`src/hdl/upd_pkg.sv`:
```
// Package for the URL percent decoder: the command type passed from the front end
// to the output stage, plus character constants and hex digit helpers.
// No dependencies.
package upd_pkg;

  localparam logic [7:0] PCT_CHAR = 8'h25;
  localparam int unsigned MAX_OUT = 3;

  typedef struct packed {
    logic [MAX_OUT-1:0][7:0] data;
    logic [1:0]              cnt;
    logic                    last;
  } cmd_t;

  function automatic logic is_hex(input logic [7:0] b);
    is_hex = ((b >= 8'h30) && (b <= 8'h39)) || ((b >= 8'h41) && (b <= 8'h46));
  endfunction

  function automatic logic [3:0] hex_val(input logic [7:0] b);
    if (b <= 8'h39) begin
      hex_val = b[3:0];
    end else begin
      hex_val = b[3:0] + 4'd9;
    end
  endfunction

endpackage

```
`src/hdl/upd_front.sv`:
```
// Front end of the URL percent decoder: tracks the escape sequence state and turns each
// input item into a command of one to three output bytes, or none while an escape is open.
// Depends on upd_pkg.
module upd_front (
  input  logic          clk,
  input  logic          rst_n,
  input  logic          fire,
  input  logic [7:0]    in_byte,
  input  logic          in_last,
  output upd_pkg::cmd_t cmd,
  output logic          cmd_push
);
  import upd_pkg::*;

  localparam logic [1:0] PH_IDLE = 2'd0;
  localparam logic [1:0] PH_PCT  = 2'd1;
  localparam logic [1:0] PH_DIG  = 2'd2;

  logic [1:0] phase_r, phase_nxt;
  logic [7:0] held_r, held_nxt;
  logic       dig;
  logic       pct;
  logic [7:0] decoded;

  assign dig     = is_hex(in_byte);
  assign pct     = (in_byte == PCT_CHAR);
  assign decoded = {hex_val(held_r), hex_val(in_byte)};

  always_comb begin
    phase_nxt = PH_IDLE;
    held_nxt  = held_r;
    cmd.data  = '0;
    cmd.cnt   = 2'd0;
    cmd.last  = in_last;
    unique case (phase_r)
      PH_PCT: begin
        if (dig) begin
          if (in_last) begin
            cmd.data[0] = PCT_CHAR;
            cmd.data[1] = in_byte;
            cmd.cnt     = 2'd2;
          end else begin
            phase_nxt = PH_DIG;
            held_nxt  = in_byte;
          end
        end else begin
          cmd.data[0] = PCT_CHAR;
          if (pct && !in_last) begin
            cmd.cnt   = 2'd1;
            phase_nxt = PH_PCT;
          end else begin
            cmd.data[1] = in_byte;
            cmd.cnt     = 2'd2;
          end
        end
      end
      PH_DIG: begin
        if (dig) begin
          cmd.data[0] = decoded;
          cmd.cnt     = 2'd1;
        end else begin
          cmd.data[0] = PCT_CHAR;
          cmd.data[1] = held_r;
          if (pct && !in_last) begin
            cmd.cnt   = 2'd2;
            phase_nxt = PH_PCT;
          end else begin
            cmd.data[2] = in_byte;
            cmd.cnt     = 2'd3;
          end
        end
      end
      default: begin
        if (pct && !in_last) begin
          phase_nxt = PH_PCT;
        end else begin
          cmd.data[0] = in_byte;
          cmd.cnt     = 2'd1;
        end
      end
    endcase
  end

  assign cmd_push = fire && (cmd.cnt != 2'd0);

  always_ff @(posedge clk) begin
    if (!rst_n) begin
      phase_r <= PH_IDLE;
    end else if (fire) begin
      phase_r <= phase_nxt;
    end
  end

  always_ff @(posedge clk) begin
    if (fire) begin
      held_r <= held_nxt;
    end
  end

endmodule

```
`src/hdl/upd_queue.sv`:
```
// Short command queue between the front end and the output stage of the decoder.
// Depends on upd_pkg.
module upd_queue #(
  parameter int DEPTH = 4
) (
  input  logic          clk,
  input  logic          rst_n,
  input  logic          wr_en,
  input  upd_pkg::cmd_t wr_cmd,
  input  logic          rd_en,
  output upd_pkg::cmd_t head,
  output logic          valid,
  output logic          q_full
);
  import upd_pkg::*;

  localparam int PW = (DEPTH > 1) ? $clog2(DEPTH) : 1;
  localparam int CW = $clog2(DEPTH + 1);

  cmd_t          mem_r [DEPTH];
  logic [PW-1:0] wr_ptr_r, rd_ptr_r;
  logic [CW-1:0] count_r;
  logic          do_wr, do_rd;

  assign valid  = (count_r != '0);
  assign q_full = (count_r == CW'(DEPTH));
  assign head   = mem_r[rd_ptr_r];
  assign do_wr  = wr_en && !q_full;
  assign do_rd  = rd_en && valid;

  always_ff @(posedge clk) begin
    if (do_wr) begin
      mem_r[wr_ptr_r] <= wr_cmd;
    end
  end

  always_ff @(posedge clk) begin
    if (!rst_n) begin
      wr_ptr_r <= '0;
      rd_ptr_r <= '0;
      count_r  <= '0;
    end else begin
      if (do_wr) begin
        wr_ptr_r <= (wr_ptr_r == PW'(DEPTH - 1)) ? '0 : wr_ptr_r + 1'b1;
      end
      if (do_rd) begin
        rd_ptr_r <= (rd_ptr_r == PW'(DEPTH - 1)) ? '0 : rd_ptr_r + 1'b1;
      end
      if (do_wr && !do_rd) begin
        count_r <= count_r + 1'b1;
      end else if (do_rd && !do_wr) begin
        count_r <= count_r - 1'b1;
      end
    end
  end

endmodule

```
`src/hdl/upd_back.sv`:
```
// Output stage of the decoder: walks the bytes of the head command one per popped item.
// Depends on upd_pkg.
module upd_back (
  input  logic          clk,
  input  logic          rst_n,
  input  upd_pkg::cmd_t head,
  input  logic          head_valid,
  output logic          head_done,
  output logic [7:0]    out_byte,
  output logic          out_last,
  output logic          empty,
  input  logic          pop
);
  import upd_pkg::*;

  logic [1:0] idx_r;
  logic       at_end;
  logic       take;

  assign empty     = !head_valid;
  assign take      = pop && head_valid;
  assign at_end    = (idx_r == (head.cnt - 2'd1));
  assign out_byte  = head.data[idx_r];
  assign out_last  = head.last && at_end;
  assign head_done = take && at_end;

  always_ff @(posedge clk) begin
    if (!rst_n) begin
      idx_r <= 2'd0;
    end else if (take) begin
      idx_r <= at_end ? 2'd0 : idx_r + 2'd1;
    end
  end

endmodule

```
`src/hdl/url_percent_decoder_unit.sv`:
```
// URL percent decoder top level: front end, command queue and output stage.
// Depends on upd_pkg, upd_front, upd_queue and upd_back.
//
// Input side is a queue write port: an item (in_byte, in_last) is taken at a
// clock edge where push is high and full is low. Output side is a queue read
// port: while empty is low, out_byte and out_last show the oldest decoded byte,
// and it is taken at an edge where pop is high.
// A '%' followed by two upper-case hex digits becomes one byte; a broken
// sequence is passed through unchanged. out_last marks the final byte of a
// string and follows an item with in_last set.
// A byte appears on the output once the command that holds it has been
// written into the queue and reached its head. Throughput: one item per
// cycle while full is low, since the front end handles each item as it is
// taken and the output stage drains one byte per cycle while pop is high. An
// item that expands to two or three bytes holds the output stage for one pop
// per byte, and the QUEUE_DEPTH entry queue absorbs this until full rises.
// When the receiver stalls, results wait in the queue and full rises once it
// holds QUEUE_DEPTH commands. Reset empties the queue and clears any pending
// escape sequence.
module url_percent_decoder_unit #(
  parameter int QUEUE_DEPTH = 4
) (
  input  logic       clk,
  input  logic       rst_n,
  input  logic [7:0] in_byte,
  input  logic       in_last,
  input  logic       push,
  output logic       full,
  output logic [7:0] out_byte,
  output logic       out_last,
  output logic       empty,
  input  logic       pop
);
  import upd_pkg::*;

  cmd_t cmd;
  cmd_t q_head;
  logic cmd_push;
  logic q_valid;
  logic q_full;
  logic head_done;
  logic fire;

  assign full = q_full;
  assign fire = push && !q_full;

  upd_front u_front (
    .clk      (clk),
    .rst_n    (rst_n),
    .fire     (fire),
    .in_byte  (in_byte),
    .in_last  (in_last),
    .cmd      (cmd),
    .cmd_push (cmd_push)
  );

  upd_queue #(
    .DEPTH (QUEUE_DEPTH)
  ) u_queue (
    .clk    (clk),
    .rst_n  (rst_n),
    .wr_en  (cmd_push),
    .wr_cmd (cmd),
    .rd_en  (head_done),
    .head   (q_head),
    .valid  (q_valid),
    .q_full (q_full)
  );

  upd_back u_back (
    .clk        (clk),
    .rst_n      (rst_n),
    .head       (q_head),
    .head_valid (q_valid),
    .head_done  (head_done),
    .out_byte   (out_byte),
    .out_last   (out_last),
    .empty      (empty),
    .pop        (pop)
  );

  // A command is never written while the queue has no room.
  assert property (@(posedge clk) disable iff (!rst_n) cmd_push |-> !q_full)
    else $error("command written into a full queue");

  // A written command makes the queue non-empty on the next cycle.
  assert property (@(posedge clk) disable iff (!rst_n) cmd_push |=> q_valid)
    else $error("queue empty after a command was written");

  // Every queued command carries at least one byte.
  assert property (@(posedge clk) disable iff (!rst_n) q_valid |-> (q_head.cnt != 2'd0))
    else $error("queued command holds no bytes");

endmodule

```
`config.mk`:
```
export PLATFORM = sky130hd
export DESIGN_NAME = url_percent_decoder_unit
export DESIGN_NICKNAME = d
export VERILOG_FILES = /design/src/hdl/upd_pkg.sv /design/src/hdl/upd_front.sv /design/src/hdl/upd_queue.sv /design/src/hdl/upd_back.sv /design/src/hdl/url_percent_decoder_unit.sv
export SDC_FILE = /design/constraint.sdc
export NUM_CORES = 1
export LEC_CHECK = 0
export BUFFER_PORTS_ARGS = -buffer_cell sky130_fd_sc_hd__clkbuf_2
export CORE_UTILIZATION = 40
export CTS_CLUSTER_SIZE = 16
export DETAILED_ROUTE_END_ITERATION = 8
export PLACE_DENSITY_LB_ADDON = 0.08
export SLEW_MARGIN = 30
export SYNTH_ARGS = -nofsm -noshare
export SYNTH_HDL_FRONTEND = slang
export SYNTH_HIERARCHICAL = 1
export SYNTH_SLANG_ARGS = --single-unit
```
`constraint.sdc`:
```
create_clock -name clk -period 4.42 [get_ports clk]
set_clock_uncertainty 0.15 [all_clocks]
set_input_delay 0.442 -clock clk [delete_from_list [all_inputs] [get_ports clk]]
set_output_delay 0.442 -clock clk [all_outputs]
set_load 0.05 [all_outputs]
```
==> results.toml, run 1 <==
[outcome]
outcome = "complete, no violations"

[synth]
synth_seq_area_share = 0.639
ys_seq_elements = 129
synthesis.area_um2 = 5850
synth.distinct_cells = 62
synth_area_leaders = "edfxtp_1, mux4_2, dfxtp_1"
synth-main-ff-cell = "edfxtp_1"
syn_nets = 394
yosysWarnings = 6
synth_top_cell_by_area = "edfxtp_1"
yosysTopAreaCellShare = 0.595
synthArstFlopShare = 0
postSynthCellCount = 365
synth_edf_count = 116
synth.avg_cell_area_um2 = 16.0

[clock_network]
cts_setup_buffers = 0
cts_tree = "yes"
cts_hold_buf = 0
cts_resized = 0
cts-root-buf = "clkbuf_16"
clk_latency_ns = 0.41
htreeDepth = 4
cts_made_buffers = 17
cts_buffer_depth = 2
clk_pin_slew_ns = 0.05
clkSinkCount = 129

[worst_setup_path]
worstPathMaxFanout = 20
worstReg2RegEnd = "u_queue/count_r[2]"
timing.rr.start = "u_front/phase_r[0]"
cp-end-kind = "flop"
cpPeakStageDelay_ns = 0.55
crit_path_start_kind = "flop"
cp_cell_sequence = "inv_1 -> ha_1 -> inv_1 -> nand2_1 -> mux2i_4 -> o22ai_2 -> a21boi_2 -> nor2b_1 -> buf_4 -> ha_1 -> inv_1 -> fa_1 -> xor2_1 -> or3_1 -> a21boi_0"
cpMostUsedCell = "inv_1"
r2r.worst_path.cells = 15
cp_data_required_time_ns = 4.61
rrSetupSlack_ns = 0.81
worstPathArrival_ns = 3.80
critPathKind = "flop to flop"
cp_slowest_cell = "ha_1"

[job]
drv_cap = 0

[cells_and_area]
layout_common_cells = "edfxtp_1, nand2_1, clkbuf_2"
final_nets = 430
area_delta_synth_final_pct = 14.6
final_common_cell = "edfxtp_1"
antenna_cells = 0
final_area_um2 = 6710
drive_above_1_share = 0.227
fillers = 1239
instances_no_fill = 594

[drt]
wl_um = 12400
drtIter0Drc = 216
drc = 0
ant_nets = 0
wl_per_cell_um = 20.9
drt_pass1_iterations = 4
dr_total_vias = 3226
drt-vias-per-instance = 5.43

[timing]
min_period_ns = 3.61
fmax_mhz = 277
min_period_over_period = 0.817
rsz0062_at_grt = "no"
tightestPinTransition_ns = 0.923
setup_viol = 0
slew_violations = 0
worst_slew_margin_rel = 0.383
fin_tns_setup_ns = 0
finalHoldViolations = 0

[worst_hold_path]
holdPathStages = 1
holdPathEnd = "u_front/held_r[6]"
hold_class = "primary input to flop"
min_from = "in_byte[6]"

[power]
p_per_area_nw_per_um2 = 547
power_mw = 3.67
comb_power_share = 0.217
p_int_mw = 2.61
switching_power_mw = 1.06
power.share.clock = 0.358
cellLeakagePower_nw = 2.30
irDropWorstVdd_mv = 0.323
switching_share = 0.289
seqPwrFrac = 0.425

[floorplanning]
die_y_um = 123
die_w_um = 123
die_area_um2 = 15100
start_util = 0.415
core_area_um2 = 14100
fp-row-count = 43
io_pins = 24

[grt]
grt_pass1_wl_um = 19300
grt_usage = 0.183
antenna_found_initial = 0
grt_max_degree = 28
overflow = 0
grt_pass1_vias = 3408

[place]
dp_cells = 562
place_hpwl_um = 7950
post_dp_cell_area_um2 = 6150
port_buffers = 23
gp_congestion = 0.890
-- flip-flops by register name, summed over array words and instances, names as in the netlist, named ones only --
signal,cells
u_queue/count_r,3
u_queue/wr_ptr_r,2
u_queue/rd_ptr_r,2
u_front/phase_r,2
u_back/idx_r,2
u_queue/mem_r,108
u_front/held_r,8
-- power groups by stage --
stage / Combinational [mW] / Clock (mW) / Sequential, mW
5_1_grt: 0.865 / 1.40 / 1.58
6_report: 0.797 / 1.31 / 1.56
4_1_cts: 0.812 / 1.34 / 1.56
2_1_floorplan: 0.636 / 0 / 1.56
3_5_place_dp: 0.810 / 0 / 1.58
3_3_place_gp: 0.808 / 0 / 1.58
-- through the flow --
step                utilization  hold slack, ns  setup WS, ns
global route              0.476           0.134         0.488
detailed placement        0.437           0.357         0.594
finish                    0.476           0.146         0.808
CTS                       0.476           0.129         0.750
global placement          0.437           0.350         0.686
floorplan                     -           0.318         0.995
-- worst max-delay path by stage --
stage	slack, ns	start	endpoint	cells past startpoint
floorplan	1.0	in_byte[1]	u_queue/count_r[2]	16
global placement	0.69	in_byte[1]	u_queue/count_r[2]	16
detailed placement	0.59	in_byte[1]	u_queue/count_r[2]	16
CTS	0.75	u_front/phase_r[0]	u_queue/count_r[2]	15
global route	0.49	u_front/phase_r[0]	u_queue/count_r[2]	15
finish	0.81	u_front/phase_r[0]	u_queue/count_r[2]	15
-- layout make-up --
cell class                 count  area [µm²]  area share
clock buffer                  21         440      0.0656
clock inverter                11         114      0.0170
inverter                      15        56.3     0.00839
multi-input combinational    203        1920       0.287
sequential                   129        3740       0.558
tap                          180         225      0.0336
timing repair buffer          35         205      0.0306
-- metal layers --
metal | wire, µm | GRT usage
met3 | 675 | 0.0664
met2 | 5800 | 0.280
met1 | 5680 | 0.235
met4 | 283 | 0.0753
met5 | 0 | 0
-- critical path: cells and delay by family, from the launching register on --
| kind | cells | cell delay, ns |
|---|---|---|
| buffers and inverters | 4 | 0.59 |
| xor gates and xnor gates | 1 | 0.15 |
| AOI/OAI and AO/OA | 3 | 0.42 |
| adders and majority gates | 3 | 1.10 |
| and+or+nand+nor | 3 | 0.55 |
| DFF | 1 | 0.35 |
| muxes | 1 | 0.22 |
-- cell families after synthesis --
group | share of synthesized area
AO/OA/AOI/OAI | 0.0737
XOR/XNOR | 0.00898
adder cells (fa/ha/maj) | 0.0355
buffers and inverters | 0.0321
flip-flops | 0.639
multiplexers | 0.133
AND/OR/NAND/NOR | 0.0776
-- synth_stat cells, types with 2 or more instances --
cell type and number:
buf_6 2, or3_1 2, ha_1 15, a21oi_1 6, o21bai_1 2, buf_12 2, o21ai_0 5, xnor2_1 5
nand3_1 8, nand2_1 28, and3_1 3, a22o_1 4, buf_4 2, a22oi_1 6, mux2i_1 12, a41oi_1 2
o31ai_1 2, and2_1 11, edfxtp_1 116, clkbuf_1 4, nor2_1 17, mux4_1 7, dfxtp_1 13, buf_2 7
a32oi_1 4, mux4_2 20, inv_1 15, o21ai_1 8, nor2b_1 4
Power figures use the tool's default switching activity.
==> run 2: changes to the inputs <==
==> constraint.sdc (replaced) <==
create_clock -name clk -period 3.7 [get_ports clk]
set_clock_uncertainty 0.15 [all_clocks]
set_input_delay 0.37 -clock clk [delete_from_list [all_inputs] [get_ports clk]]
set_output_delay 0.37 -clock clk [all_outputs]
set_load 0.05 [all_outputs]
==> results.toml, run 2 (synthesized netlist as in run 1, its figures left out) <==
[outcome]
outcome = "complete, no violations"

[floorplanning]
io_pins = 24
fp-row-count = 43
die_y_um = 123
start_util = 0.415
die_w_um = 123
die_area_um2 = 15100
core_area_um2 = 14100

[worst_hold_path]
holdPathStages = 1
hold_class = "primary input to flop"
holdPathEnd = "u_front/held_r[0]"
min_from = "in_byte[0]"

[cells_and_area]
multi_input_comb_area_um2 = 1920
drive_above_1_share = 0.230
final_area_um2 = 6740
area_delta_synth_final_pct = 15.0
final_nets = 436
regArea_um2 = 3740
antenna_cells = 0
layout_common_cells = "edfxtp_1, nand2_1, clkbuf_2"
largest_reg_flops = 108
instances_no_fill = 598
fillers = 1226
final_util = 0.478
final_common_cell = "edfxtp_1"
top_regs = "u_queue/mem_r (108), u_front/held_r (8), u_queue/count_r (3)"
largest_register = "u_queue/mem_r"

[timing]
fmax_mhz = 298
fin_tns_setup_ns = 0
tightestPinTransition_ns = 0.860
min_period_over_period = 0.908
setup_ws_ns = 0.341
min_period_ns = 3.36
slew_violations = 0
worst_slew_margin_rel = 0.425
setup_viol = 0
rsz0062_at_grt = "no"
finalHoldViolations = 0

[drt]
wl_per_cell_um = 20.7
drt-vias-per-instance = 5.50
dr_total_vias = 3287
drtIter0Drc = 356
drc = 0
ant_nets = 0
wl_um = 12400
drt_pass1_iterations = 4

[grt]
grt_max_degree = 28
grt_pass1_vias = 3277
grt_pass1_wl_um = 19300
overflow = 0
antenna_found_initial = 0
grt_usage = 0.182

[worst_setup_path]
worstPathMaxFanout = 5
worstReg2RegEnd = "u_queue/count_r[2]"
critPathKind = "flop to flop"
rrSetupSlack_ns = 0.34
cp_data_required_time_ns = 3.88
cp-end-kind = "flop"
r2r.worst_path.cells = 11
worstPathArrival_ns = 3.54
crit_path_start_kind = "flop"

[clock_network]
clk_latency_ns = 0.41
htreeDepth = 4
cts_resized = 0
cts_buffer_depth = 2
cts_setup_buffers = 0
cts_made_buffers = 17
cts_hold_buf = 0
cts-root-buf = "clkbuf_16"
clkSinkCount = 129
cts_tree = "yes"
clk_pin_slew_ns = 0.05

[place]
gp_congestion = 0.913
place_hpwl_um = 7970
port_buffers = 23
post_dp_cell_area_um2 = 6250
pre_cts_ws_ns = 0.182
dp_cells = 568

[power]
p_per_area_nw_per_um2 = 631
cellLeakagePower_nw = 2.31
irDropWorstVdd_mv = 0.331

[job]
drv_cap = 0
[run 2: cell types whose count changed in the layout (fill, tap and decap cells not counted)]
cell	delta
buf_12	+4
buf_4	+2
bufinv_16	-2
clkinv_1	+2
clkinvlp_4	-1
inv_6	-1
[run 2: critical path, stage by stage (launching register included)]
cell and delay (ns):
dfxtp_2 0.38, mux4_2 0.56, xnor2_1 0.18, and3b_4 0.23, o211a_1 0.20, o31ai_1 0.18, ha_1 0.31, inv_1 0.07
fa_1 0.38, xor2_1 0.16, or3_1 0.31, a21boi_0 0.18
[run 2: worst max-delay path by stage]
stage          slack, ns       start            endpoint
2_1_floorplan       0.35  in_byte[1]  u_queue/count_r[2]
3_3_place_gp        0.29  in_byte[7]  u_queue/count_r[2]
3_5_place_dp        0.18  in_byte[7]  u_queue/count_r[2]
4_1_cts             0.37        flop  u_queue/count_r[2]
5_1_grt             0.19        flop  u_queue/count_r[2]
6_report            0.34        flop  u_queue/count_r[2]
[run 2: final cells by class]
class                           count  area share
Multi-Input combinational cell    203       0.286
Inverter                           15     0.00836
Timing Repair Buffer               41      0.0446
Clock buffer                       21      0.0654
Tap cell                          180      0.0334
Sequential cell                   129       0.556
Clock inverter                      9     0.00669
[run 2: routing by layer]
| layer | GRT usage | part of all wire | vias to the layer above |
|---|---|---|---|
| li1 | - | - | 1518 |
| met1 | 0.249 | 0.48 | 1702 |
| met5 | 0 | 0 | - |
| met4 | 0.0678 | 0.012 | 0 |
| met2 | 0.280 | 0.47 | 56 |
| met3 | 0.0443 | 0.040 | 11 |
[run 2: stage by stage]
stage / power, mW / hold slack, ns
finish: 4.25 / 0.0623
global route: 4.44 / 0.0478
CTS: 4.30 / 0.0345
detailed placement: 2.90 / 0.347
global placement: 2.89 / 0.338
floorplan: 2.62 / 0.318
[run 2: power by group]
part	internal (mW)	total, mW	switching [mW]
registers	1.78	1.85	0.0647
logic	0.376	1.01	0.630
clock network	0.831	1.39	0.563
total	2.99	4.25	1.26
